File: src/rtl/core/fcc_pkg.sv
package fcc_pkg;

    // frame layout and limits
    localparam int unsigned HEADER_BYTES    = 4;
    localparam int unsigned MAX_FRAME_BYTES = 1024;
    localparam int unsigned COUNT_W         = 11;
    localparam int unsigned PLEN_W          = 10;

    localparam logic [COUNT_W-1:0] COUNT_MAX       = 11'd2047;
    localparam logic [PLEN_W-1:0]  PAYLOAD_MAX     = 10'd1020;
    localparam logic [COUNT_W-1:0] LIMIT_LOW       = COUNT_W'(HEADER_BYTES);
    localparam logic [COUNT_W-1:0] LIMIT_HIGH      = COUNT_W'(MAX_FRAME_BYTES);
    localparam logic [COUNT_W-1:0] MAX_LEN_DEFAULT = 11'd256;

    // header byte positions
    localparam logic [COUNT_W-1:0] POS_ID_LO  = 11'd0;
    localparam logic [COUNT_W-1:0] POS_ID_HI  = 11'd1;
    localparam logic [COUNT_W-1:0] POS_CRC_LO = 11'd2;
    localparam logic [COUNT_W-1:0] POS_CRC_HI = 11'd3;

    localparam logic [15:0] CRC_POLY = 16'h8D95;

    // result status codes
    localparam logic [1:0] STATUS_OK        = 2'd0;
    localparam logic [1:0] STATUS_LEN_ERR   = 2'd1;
    localparam logic [1:0] STATUS_CRC_ERR   = 2'd2;

    typedef struct packed {
        logic [7:0] byte_value;
        logic       last_byte;
    } in_beat_t;

    typedef struct packed {
        logic [1:0]        status;
        logic [15:0]       frame_id;
        logic [15:0]       stored_crc;
        logic [15:0]       computed_crc;
        logic [PLEN_W-1:0] payload_length;
    } result_t;

    // one byte of crc-16, msb first, polynomial 0x8d95
    function automatic logic [15:0] crc16_byte(input logic [15:0] crc, input logic [7:0] b);
        logic [15:0] x;
        x = {crc[15:8] ^ b, 8'h00};
        for (int i = 0; i < 8; i++) begin
            if (x[15]) begin
                x = {x[14:0], 1'b0} ^ CRC_POLY;
            end else begin
                x = {x[14:0], 1'b0};
            end
        end
        return {crc[7:0], 8'h00} ^ x;
    endfunction

endpackage

File: src/rtl/core/fcc_frame.sv
module fcc_frame (
    input  logic                          aclk,
    input  logic                          aresetn,
    input  logic                          beat_valid,
    input  fcc_pkg::in_beat_t             beat,
    input  logic [fcc_pkg::COUNT_W-1:0]   max_frame_len,
    input  logic                          out_free,
    output logic                          take,
    output logic                          result_load,
    output fcc_pkg::result_t              result
);
    import fcc_pkg::*;

    logic [15:0]        crc_accum_reg,   crc_accum_next;
    logic [COUNT_W-1:0] byte_count_reg,  byte_count_next;
    logic [15:0]        id_capture_reg,  id_capture_next;
    logic [15:0]        crc_capture_reg, crc_capture_next;
    logic               overflow_reg,    overflow_next;

    logic [COUNT_W-1:0] limit;
    logic [COUNT_W-1:0] total;
    logic [COUNT_W-1:0] plen_full;
    logic [PLEN_W-1:0]  plen;

    // a last beat waits for room in the result register
    assign take        = beat_valid && (!beat.last_byte || out_free);
    assign result_load = take && beat.last_byte;

    // clamp the configured limit
    always_comb begin
        if (max_frame_len < LIMIT_LOW) begin
            limit = LIMIT_LOW;
        end else if (max_frame_len > LIMIT_HIGH) begin
            limit = LIMIT_HIGH;
        end else begin
            limit = max_frame_len;
        end
    end

    // header capture, payload crc and length tracking
    always_comb begin
        id_capture_next  = id_capture_reg;
        crc_capture_next = crc_capture_reg;
        crc_accum_next   = crc_accum_reg;
        if (byte_count_reg == POS_ID_LO) begin
            id_capture_next[7:0] = beat.byte_value;
        end else if (byte_count_reg == POS_ID_HI) begin
            id_capture_next[15:8] = beat.byte_value;
        end else if (byte_count_reg == POS_CRC_LO) begin
            crc_capture_next[7:0] = beat.byte_value;
        end else if (byte_count_reg == POS_CRC_HI) begin
            crc_capture_next[15:8] = beat.byte_value;
        end else begin
            crc_accum_next = crc16_byte(crc_accum_reg, beat.byte_value);
        end
        total           = (byte_count_reg == COUNT_MAX) ? COUNT_MAX : byte_count_reg + 11'd1;
        byte_count_next = total;
        overflow_next   = overflow_reg || (total > limit);
    end

    // result fields from the updated frame state
    always_comb begin
        plen_full = total - LIMIT_LOW;
        if (total < LIMIT_LOW) begin
            plen = '0;
        end else if (plen_full > COUNT_W'(PAYLOAD_MAX)) begin
            plen = PAYLOAD_MAX;
        end else begin
            plen = plen_full[PLEN_W-1:0];
        end
        result.frame_id       = id_capture_next;
        result.stored_crc     = crc_capture_next;
        result.computed_crc   = crc_accum_next;
        result.payload_length = plen;
        if (total < LIMIT_LOW || overflow_next) begin
            result.status = STATUS_LEN_ERR;
        end else if (crc_accum_next != crc_capture_next) begin
            result.status = STATUS_CRC_ERR;
        end else begin
            result.status = STATUS_OK;
        end
    end

    // frame state, cleared after each last beat
    always_ff @(posedge aclk) begin
        if (!aresetn) begin
            crc_accum_reg   <= '0;
            byte_count_reg  <= '0;
            id_capture_reg  <= '0;
            crc_capture_reg <= '0;
            overflow_reg    <= 1'b0;
        end else if (take) begin
            if (beat.last_byte) begin
                crc_accum_reg   <= '0;
                byte_count_reg  <= '0;
                id_capture_reg  <= '0;
                crc_capture_reg <= '0;
                overflow_reg    <= 1'b0;
            end else begin
                crc_accum_reg   <= crc_accum_next;
                byte_count_reg  <= byte_count_next;
                id_capture_reg  <= id_capture_next;
                crc_capture_reg <= crc_capture_next;
                overflow_reg    <= overflow_next;
            end
        end
    end

endmodule

File: config.mk
export PLATFORM = sky130hd
export DESIGN_NAME = fcc_frame
export DESIGN_NICKNAME = d
export VERILOG_FILES = /design/src/rtl/core/fcc_pkg.sv /design/src/rtl/core/fcc_frame.sv
export SDC_FILE = /design/constraint.sdc
export NUM_CORES = 1
export LEC_CHECK = 0
export BUFFER_PORTS_ARGS = -buffer_cell sky130_fd_sc_hd__buf_2
export CORE_ASPECT_RATIO = 0.8
export CORE_MARGIN = 3
export CORE_UTILIZATION = 50
export CTS_CLUSTER_DIAMETER = 50
export DETAILED_ROUTE_END_ITERATION = 6
export GPL_TIMING_DRIVEN = 0
export PLACE_DENSITY = 0.83
export SLEW_MARGIN = 0
export SYNTH_ARGS = -nofsm -noshare
export SYNTH_HDL_FRONTEND = slang
export SYNTH_SLANG_ARGS = --single-unit
File: constraint.sdc
create_clock -name aclk -period 4.11 [get_ports aclk]
set_clock_uncertainty 0.05 [all_clocks]
set_input_delay 0.411 -clock aclk [delete_from_list [all_inputs] [get_ports aclk]]
set_output_delay 0.411 -clock aclk [all_outputs]
set_load 0.05 [all_outputs]
Word level (Yosys, flattened, before mapping)
Index checks and enable logic that the tools add are counted.
{ "word_totals": {"word_cells": 98, "regBits": 60, "inputBits": 24, "out_inout_bits": 62} }
{ "op_classes": {"mux": 64, "n_eq_ne": 5, "n_addsub": 2, "n_reduce_logical": 7, "order_cmp": 5, "bitwise_logic": 10} }
{ "op_table": {"columns": ["op", "n"], "rows": [
  ["$mux W16", 49],
  ["$not A8 Y8", 8],
  ["$mux W8", 6],
  ["$mux W11", 4],
  ["$eq A11 B2 Y1 const B", 2],
  ["$lt A11 B3 Y1 const B", 2],
  ["$mux W10", 2],
  ["$ne A16 B16 Y1", 1],
  ["$xor A16 B16 Y16", 1],
  ["$add A11 B1 Y11 const B", 1],
  ["$eq A11 B1 Y1 const B", 1],
  ["$eq A11 B11 Y1 const B", 1],
  ["$gt A11 B10 Y1 const B", 1],
  ["$gt A11 B11 Y1", 1],
  ["$gt A11 B11 Y1 const B", 1],
  ["$logic_not A11 Y1", 1],
  ["$sub A11 B3 Y11 const B", 1],
  ["$xor A8 B8 Y8", 1],
  ["$mux W2", 2],
  ["$logic_or A1 B1 Y1", 3],
  ["$logic_and A1 B1 Y1", 2],
  ["$logic_not A1 Y1", 1],
  ["$mux W1", 1]
]} }

Depth between registers and ports, before layout
Gate-level depths: netlist of the first run.
{ "logic_depth": {"word_depth": 57, "ltp_mapped": 17, "ltp_nobuf": 16} }

Least setup slack after synthesis of the first run
OpenSTA, ideal clock, no wires.
{ "synth_timing": {"path_type": "reg-to-output", "startpoint": "register byte_count_reg[0]", "endpoint": "output result[1] in the netlist's numbering", "t_arrival_ns": 3.964, "path_slack_ns": -0.315, "stages_incl_launch_ff": 14, "required_time_ns": 3.649, "n_path_buf": 1, "path_cell_list": "dfxtp_1 > ha_1 > buf_2 > nand4_1 > nor2_1 > nand4_1 > nand2b_1 > inv_1 > ha_1 > and4b_2 > nor4b_1 > xnor2_1 > o41ai_1 > nor3b_1"} }
{ "synth_lines": {"columns": ["item", "line", "text"], "rows": [
  ["from (decl)", "fcc_frame.sv:15", "logic [COUNT_W-1:0] byte_count_reg, byte_count_next;"],
  ["from (signal assigned)", "fcc_frame.sv:101", "byte_count_reg <= byte_count_next;"],
  ["to (decl)", "fcc_frame.sv:10", "output fcc_pkg::result_t result"]
]} }

==> impl_metrics.json, run 1 <==
{
  "synth_top_family_by_area": "simple AND/OR/NAND/NOR gates",
  "synthXorXnorAreaFrac_pct": 18.1,
  "cp_slowest_cell": "or4b_4",
  "layout_setup_ws_ns": -0.0610,
  "drc": 0,
  "maxSlewHeadroom_pct": 53.5,
  "die_y_um": 91.8,
  "hold_start": "aresetn",
  "synth_enable_flop_cells": 0,
  "critPathCaptureType": "output port",
  "cts_tree": "built",
  "dp_slack_ns": -0.445,
  "path_cells": "clkbuf_4 -> nand4_1 -> buf_4 -> a311oi_4 -> mux2i_4 -> or4b_4 -> or3_4 -> xor2_2 -> or2_1 -> o41a_1 -> a21oi_1 -> buf_4",
  "hp-class": "in2reg",
  "drv_cap": 0,
  "worstRegToRegCells": 16,
  "synthSimpleGateAreaFrac_pct": 21.9,
  "synth_cell_types": 56,
  "dr.pass1.iters": 5,
  "path_clk_slew_ns": 0.06,
  "vias_per_cell": 6.15,
  "synth-seq-cells": 60,
  "cp.required_ns": 3.65,
  "grt_pass1_vias": 4679,
  "whs_path_depth": 2,
  "violations": "setup timing",
  "period_share_pct": 101,
  "cts_root_buffer": "clkbuf_16",
  "yosys.area.top_type": "dfxtp_1",
  "ys.flop_type": "dfxtp_1",
  "fin_nets": 697,
  "cpMostUsedCell": "buf_4",
  "fin_area_um2": 5880,
  "worst_slew_pin_slew_ns": 0.692,
  "muxShareOfSynthArea_pct": 8.02,
  "core_um2": 8710,
  "yosys-top-cells-area": "dfxtp_1, xnor2_1, a22oi_1",
  "p_leak_nw": 2.63,
  "diodes": 0,
  "hold_violations": 0,
  "async_flop_share_pct": 0,
  "worst-r2r-setup-slack_ns": 0.77,
  "start_kind": "register",
  "clock.fmax_mhz": 240,
  "fp.dieW_um": 113,
  "h-tree-depth": 3,
  "ant_nets": 0,
  "synth.most_common_cell": "dfxtp_1",
  "clkLatencyLatePin_ns": 0.34,
  "num_vias": 4760,
  "holdPathEnd": "byte_count_reg[0]",
  "place_area_um2": 5170,
  "setup_viol": 5,
  "rows": 30,
  "yosysWarnings": 0,
  "final_layout_size_suffix_gt1_share_pct": 30.7,
  "start_util_pct": 52.8,
  "cp.arrival_ns": 3.71,
  "track_usage_pct": 27.8,
  "gr-total-overflow": 0,
  "synth-adder-area-share_pct": 4.35,
  "io_buffers": 83,
  "r2r-end": "overflow_reg",
  "status": "finished, violations left",
  "reg2reg_from": "byte_count_reg[2]",
  "synth-compound-area-share_pct": 17.0,
  "peakVddDrop_mv": 0.254,
  "routed_wl_mm": 15.0,
  "synth_top_area_share_pct": 26.1,
  "fin_crit_ns": 4.17,
  "numCtsBuffers": 9,
  "grt_pass1_wl_mm": 23.0,
  "antenna_found_initial": 0,
  "io_pins": 86,
  "ys_seq_area_share_pct": 26.1,
  "rsz0062_at_grt": "yes",
  "maxSlewViolCount": 0,
  "crit_type": "reg2out",
  "detail_route.iter0.violations": 546,
  "grt_max_degree": 11,
  "avgSynthCellArea_um2": 8.60,
  "dp_hpwl_mm": 10.1,
  "wire_per_inst_um": 19.4,
  "die_area_um2": 10400,
  "cts_buffer_depth": 2,
  "area_delta_synth_final_pct": 27.7,
  "gp_congestion": 0.919,
  "postCtsHoldBufs": 0,
  "ys_top_cells_by_count": "dfxtp_1, xnor2_1, nor2b_1",
  "critical_path.max_stage_delay_ns": 0.54,
  "syn_inst": 535,
  "synth_area_um2": 4600,
  "powerDensity_nw_per_um2": 300,
  "synth_nets": 575,
  "cts_sinks": 60,
  "worst-path-max-fanout": 8
}
cells in the final DEF (no fill, tap or decap), types with 6 or more instances in the layout:
cell       instances
o21a_1             7
o21ai_0           14
clkbuf_1          24
xor2_1            22
mux2_2            28
xnor3_1            6
a21oi_1           15
nor2b_1           48
buf_6              6
clkbuf_16          9
buf_2             83
ha_1              14
xnor2_1           47
and2_1            12
nand4_1            9
nand3_1            6
buf_4             30
nor3_1            10
nor2_1            25
dfxtp_1           57
a22oi_1           47
nand2_1           34
inv_1             15
layer usage:
| layer | vias to the layer above | wire (µm) | track usage [%] | part of all wire [%] |
|---|---|---|---|---|
| met2 | 282 | 7190 | 45.0 | 48 |
| met3 | 57 | 1280 | 5.74 | 8.5 |
| met1 | 2265 | 6020 | 35.2 | 40 |
| li1 | 2156 | - | - | - |
| met4 | 0 | 545 | 13.9 | 3.6 |
| met5 | - | 0 | 0 | 0 |
stage by stage:
step                       TNS, ns  hold slack (ns)  std cells  util [%]  total power [mW]
final                       -0.179            0.405        774      67.5              1.76
after global routing        -0.886            0.449        774      67.5              1.81
after CTS                 -0.00435            0.400        768      65.7              1.73
after detailed placement     -1.72            0.472        730      59.3              1.05
after global placement       -1.05            0.456        730      59.3              1.04
after floorplan             -0.209            0.439        535         -             0.950
report_power, final:
part | switching [mW] | total [mW] | internal [mW]
sequential | 0.00698 | 0.596 | 0.589
combinational | 0.302 | 0.486 | 0.184
clock | 0.274 | 0.678 | 0.404
worst max-delay path by stage:
| stage | start | slack [ns] | depth (start not counted) | end |
|---|---|---|---|---|
| after global routing | byte_count_reg[2] | -0.20 | 17 | result[58] |
| after CTS | byte_count_reg[1] | -0.004 | 12 | result[2] |
| final | byte_count_reg[2] | -0.06 | 12 | result[3] |
| after global placement | byte_count_reg[0] | -0.32 | 16 | result[59] |
| after floorplan | byte_count_reg[0] | -0.10 | 14 | result[2] |
| after detailed placement | byte_count_reg[0] | -0.44 | 16 | result[59] |
cells by family after synthesis:
group / Yosys count
simple gates: 180
compound gates: 114
xor+xnor: 83
flops: 60
buf+inv: 49
mux: 33
fa+ha+maj: 16
cell type report:
type | instances | area, µm²
Buffer | 31 | 143
Clock buffer | 11 | 233
Clock inverter | 5 | 28.8
Fill cell | 635 | 2830
Inverter | 16 | 60.1
Multi-Input combinational cell | 426 | 3400
Sequential cell | 60 | 1210
Tap cell | 112 | 140
Timing Repair Buffer | 113 | 666
repair_timing:
| item | CTS | global route |
|---|---|---|
| setup endpoints to repair | 12 | 12 |
| buffers inserted | 23 | 7 |
| gates resized for setup | 28 | 27 |
| pin swaps | 16 | 14 |
worst max-delay path, delay by kind of cell (launching register included):
family | cells | cell delay (ns)
AND/OR/NAND/NOR | 4 | 1.37
flip-flops | 1 | 0.30
buffers and inverters | 3 | 0.58
AO/OA/AOI/OAI | 3 | 0.81
multiplexers | 1 | 0.13
XOR/XNOR | 1 | 0.16
Note: power is estimated with default switching activity, not from simulation.
==> run 2: changes to the inputs <==
--- a/config.mk
+++ b/config.mk
@@ -6,13 +6,16 @@
 export NUM_CORES = 1
 export LEC_CHECK = 0
 export BUFFER_PORTS_ARGS = -buffer_cell sky130_fd_sc_hd__buf_2
+export CELL_PAD_IN_SITES_DETAIL_PLACEMENT = 0
+export CELL_PAD_IN_SITES_GLOBAL_PLACEMENT = 1
 export CORE_ASPECT_RATIO = 0.8
 export CORE_MARGIN = 3
-export CORE_UTILIZATION = 50
+export CORE_UTILIZATION = 43
+export CTS_BUF_LIST = sky130_fd_sc_hd__clkbuf_8
 export CTS_CLUSTER_DIAMETER = 50
 export DETAILED_ROUTE_END_ITERATION = 6
 export GPL_TIMING_DRIVEN = 0
-export PLACE_DENSITY = 0.83
+export PLACE_DENSITY = 0.92
 export SLEW_MARGIN = 0
 export SYNTH_ARGS = -nofsm -noshare
 export SYNTH_HDL_FRONTEND = slang
==> run 2 against run 1 <==
- the run still ends with setup timing left
- setup slack gained 0.048 ns
- critical path depth up 3
- sequential power about the same
- die area rose by 15%
- sequential share of layout area about the same
- final area fell by 0.15%
- cell count increased by 3.2%
- combinational power is 1% higher
- power shrank 4.5%
- critical endpoint unchanged
==> impl_metrics.json, run 2 (same netlist as run 1, synthesis figures left out) <==
{
  "post-route-util_pct": 56.8,
  "worst-path-max-fanout": 8,
  "clock.fmax_mhz": 243,
  "multi_input_area_um2": 3410,
  "grt_pass1_wl_mm": 21.9,
  "die_y_um": 98.5,
  "clkLatencyLatePin_ns": 0.36,
  "switching_share_pct": 32.7,
  "vias_per_cell": 5.57,
  "powerDensity_nw_per_um2": 286,
  "cp_slowest_cell": "o41a_1",
  "grt_pass1_vias": 4319,
  "maxSlewViolCount": 0,
  "combPwrFrac_pct": 29.2,
  "critPathCaptureType": "output port",
  "final_common_cell": "buf_2",
  "dr.pass1.iters": 5,
  "io_pins": 86,
  "place_area_um2": 5200,
  "rsz0062_at_grt": "yes",
  "grt_max_degree": 11,
  "area_delta_synth_final_pct": 27.5,
  "track_usage_pct": 23.1,
  "path_clk_slew_ns": 0.07,
  "status": "finished, violations left",
  "wire_per_inst_um": 17.4,
  "drv_cap": 0,
  "numCtsBuffers": 9,
  "maxSlewHeadroom_pct": 51.5,
  "fin_crit_ns": 4.12,
  "regArea_um2": 1210,
  "cp_num_buf_inv": 4,
  "worst_slew_pin_slew_ns": 0.722,
  "postCtsHoldBufs": 0,
  "cts_tree": "built",
  "top_usage_layer": "met2",
  "fillers": 929,
  "crit_type": "reg2out",
  "setup_viol": 2,
  "period_share_pct": 100,
  "diodes": 0,
  "use_met3_pct": 4.48,
  "dp_hpwl_mm": 10.3,
  "fp.dieW_um": 122,
  "start_util_pct": 44.6,
  "dp_slack_ns": -0.528,
  "layout_setup_ws_ns": -0.0132,
  "cp.arrival_ns": 3.66,
  "cts_sinks": 60,
  "peakVddDrop_mv": 0.243,
  "hold_violations": 0,
  "final_layout_size_suffix_gt1_share_pct": 30.3,
  "io_buffers": 83,
  "antenna_found_initial": 0,
  "cp.required_ns": 3.65,
  "routed_wl_mm": 13.9,
  "final_cell_mix": "buf_2, dfxtp_1, nor2b_1",
  "path_cells": "buf_2 -> nand4_1 -> nor2_4 -> nand4_1 -> nand2b_1 -> buf_6 -> inv_4 -> ha_4 -> and4b_2 -> and2_4 -> xnor2_2 -> or2_1 -> o41a_1 -> a21oi_2 -> buf_6",
  "detail_route.iter0.violations": 323,
  "num_vias": 4454,
  "switchingPower_mw": 0.550,
  "h-tree-depth": 3,
  "critical_path.max_stage_delay_ns": 0.42,
  "fin_nets": 694,
  "p_leak_nw": 2.61,
  "rows": 33,
  "cp_top_family": "simple AND/OR/NAND/NOR gates",
  "ant_nets": 0,
  "met2_usage_pct": 36.8,
  "grtUsageMet1_pct": 31.8,
  "gr-total-overflow": 0,
  "hp-class": "in2reg",
  "start_kind": "register",
  "core_um2": 10300,
  "holdWs_ns": 0.387,
  "cts_root_buffer": "clkbuf_8",
  "dpl.cell_count": 758,
  "p_seq_share_pct": 35.4,
  "gp_congestion": 0.905,
  "drc": 0,
  "fin_area_um2": 5870,
  "layout.cells.non_filler": 799,
  "p_clk_share_pct": 35.3,
  "violations": "setup timing",
  "die_area_um2": 12000,
  "p_int_mw": 1.13,
  "cts_buffer_depth": 2
}
run 2: cell count changes in the layout (fill, tap and decap cells not counted), sizes merged:
| cell | previous run | this run |
|---|---|---|
| buf | 119 | 116 |
| clkbuf | 36 | 35 |
| inv | 16 | 18 |
| clkinvlp | 0 | 1 |
| clkinv | 5 | 1 |
| bufinv | 0 | 2 |
run 2: what timing repair did:
item | in CTS | in global routing
endpoints found under the setup margin | 12 | 12
resized for setup | 34 | 24
pin swaps | 15 | 16
gates cloned | 0 | 0
buffers inserted | 19 | 7
run 2: routing by layer:
layer | share of wire, % | vias up
met5 | 0 | -
met4 | 1.5 | 0
met3 | 7.1 | 14
met2 | 46 | 144
met1 | 46 | 2153
li1 | - | 2143
run 2: area by class of cell:
| type | count | share of cell area (%) |
|---|---|---|
| buffer | 32 | 2.43 |
| clock buffer | 10 | 2.35 |
| clock inverter | 6 | 1.36 |
| inverter | 16 | 1.07 |
| multi-input combinational | 426 | 58.2 |
| sequential | 60 | 20.6 |
| tap | 140 | 2.99 |
| timing repair buffer | 109 | 11.0 |
run 2: worst paths after layout:
kind / startpoint / end / slack (ns) / depth (start not counted)
max: byte_count_reg[2] / result[3] / -0.01 / 15
min: aresetn / crc_capture_reg[14] / 0.39 / 2
max reg2reg: byte_count_reg[2] / overflow_reg / 0.77 / 16
min reg2reg: crc_capture_reg[11] / crc_capture_reg[11] / 0.48 / 2
run 2: worst register-to-register path, stage by stage, from the launching register on:
cell and delay, ns:
dfxtp_1 0.31, buf_2 0.19, nand4_1 0.24, nor2_4 0.18, nand4_1 0.24, nand2b_1 0.26
ha_1 0.28, o21a_1 0.11, o21a_1 0.16, o21a_1 0.17, o21a_1 0.18, o21ai_2 0.14
a21oi_2 0.07, o41ai_2 0.29, buf_4 0.20, buf_4 0.10, nor3_1 0.04
run 2: stage by stage:
stage | power [mW] | TNS, ns
finish | 1.68 | -0.0171
global route | 1.75 | -0.879
CTS | 1.66 | -0.181
detailed placement | 1.06 | -1.92
global placement | 1.05 | -1.80
floorplan | 0.950 | -0.209
run 2: power by group through the flow:
| stage | clock network (mW) | logic (mW) | registers, mW |
|---|---|---|---|
| 2_1_floorplan | 0 | 0.343 | 0.607 |
| 3_3_place_gp | 0 | 0.443 | 0.608 |
| 3_5_place_dp | 0 | 0.450 | 0.608 |
| 4_1_cts | 0.601 | 0.465 | 0.595 |
| 5_1_grt | 0.627 | 0.523 | 0.596 |
| 6_report | 0.594 | 0.492 | 0.595 |
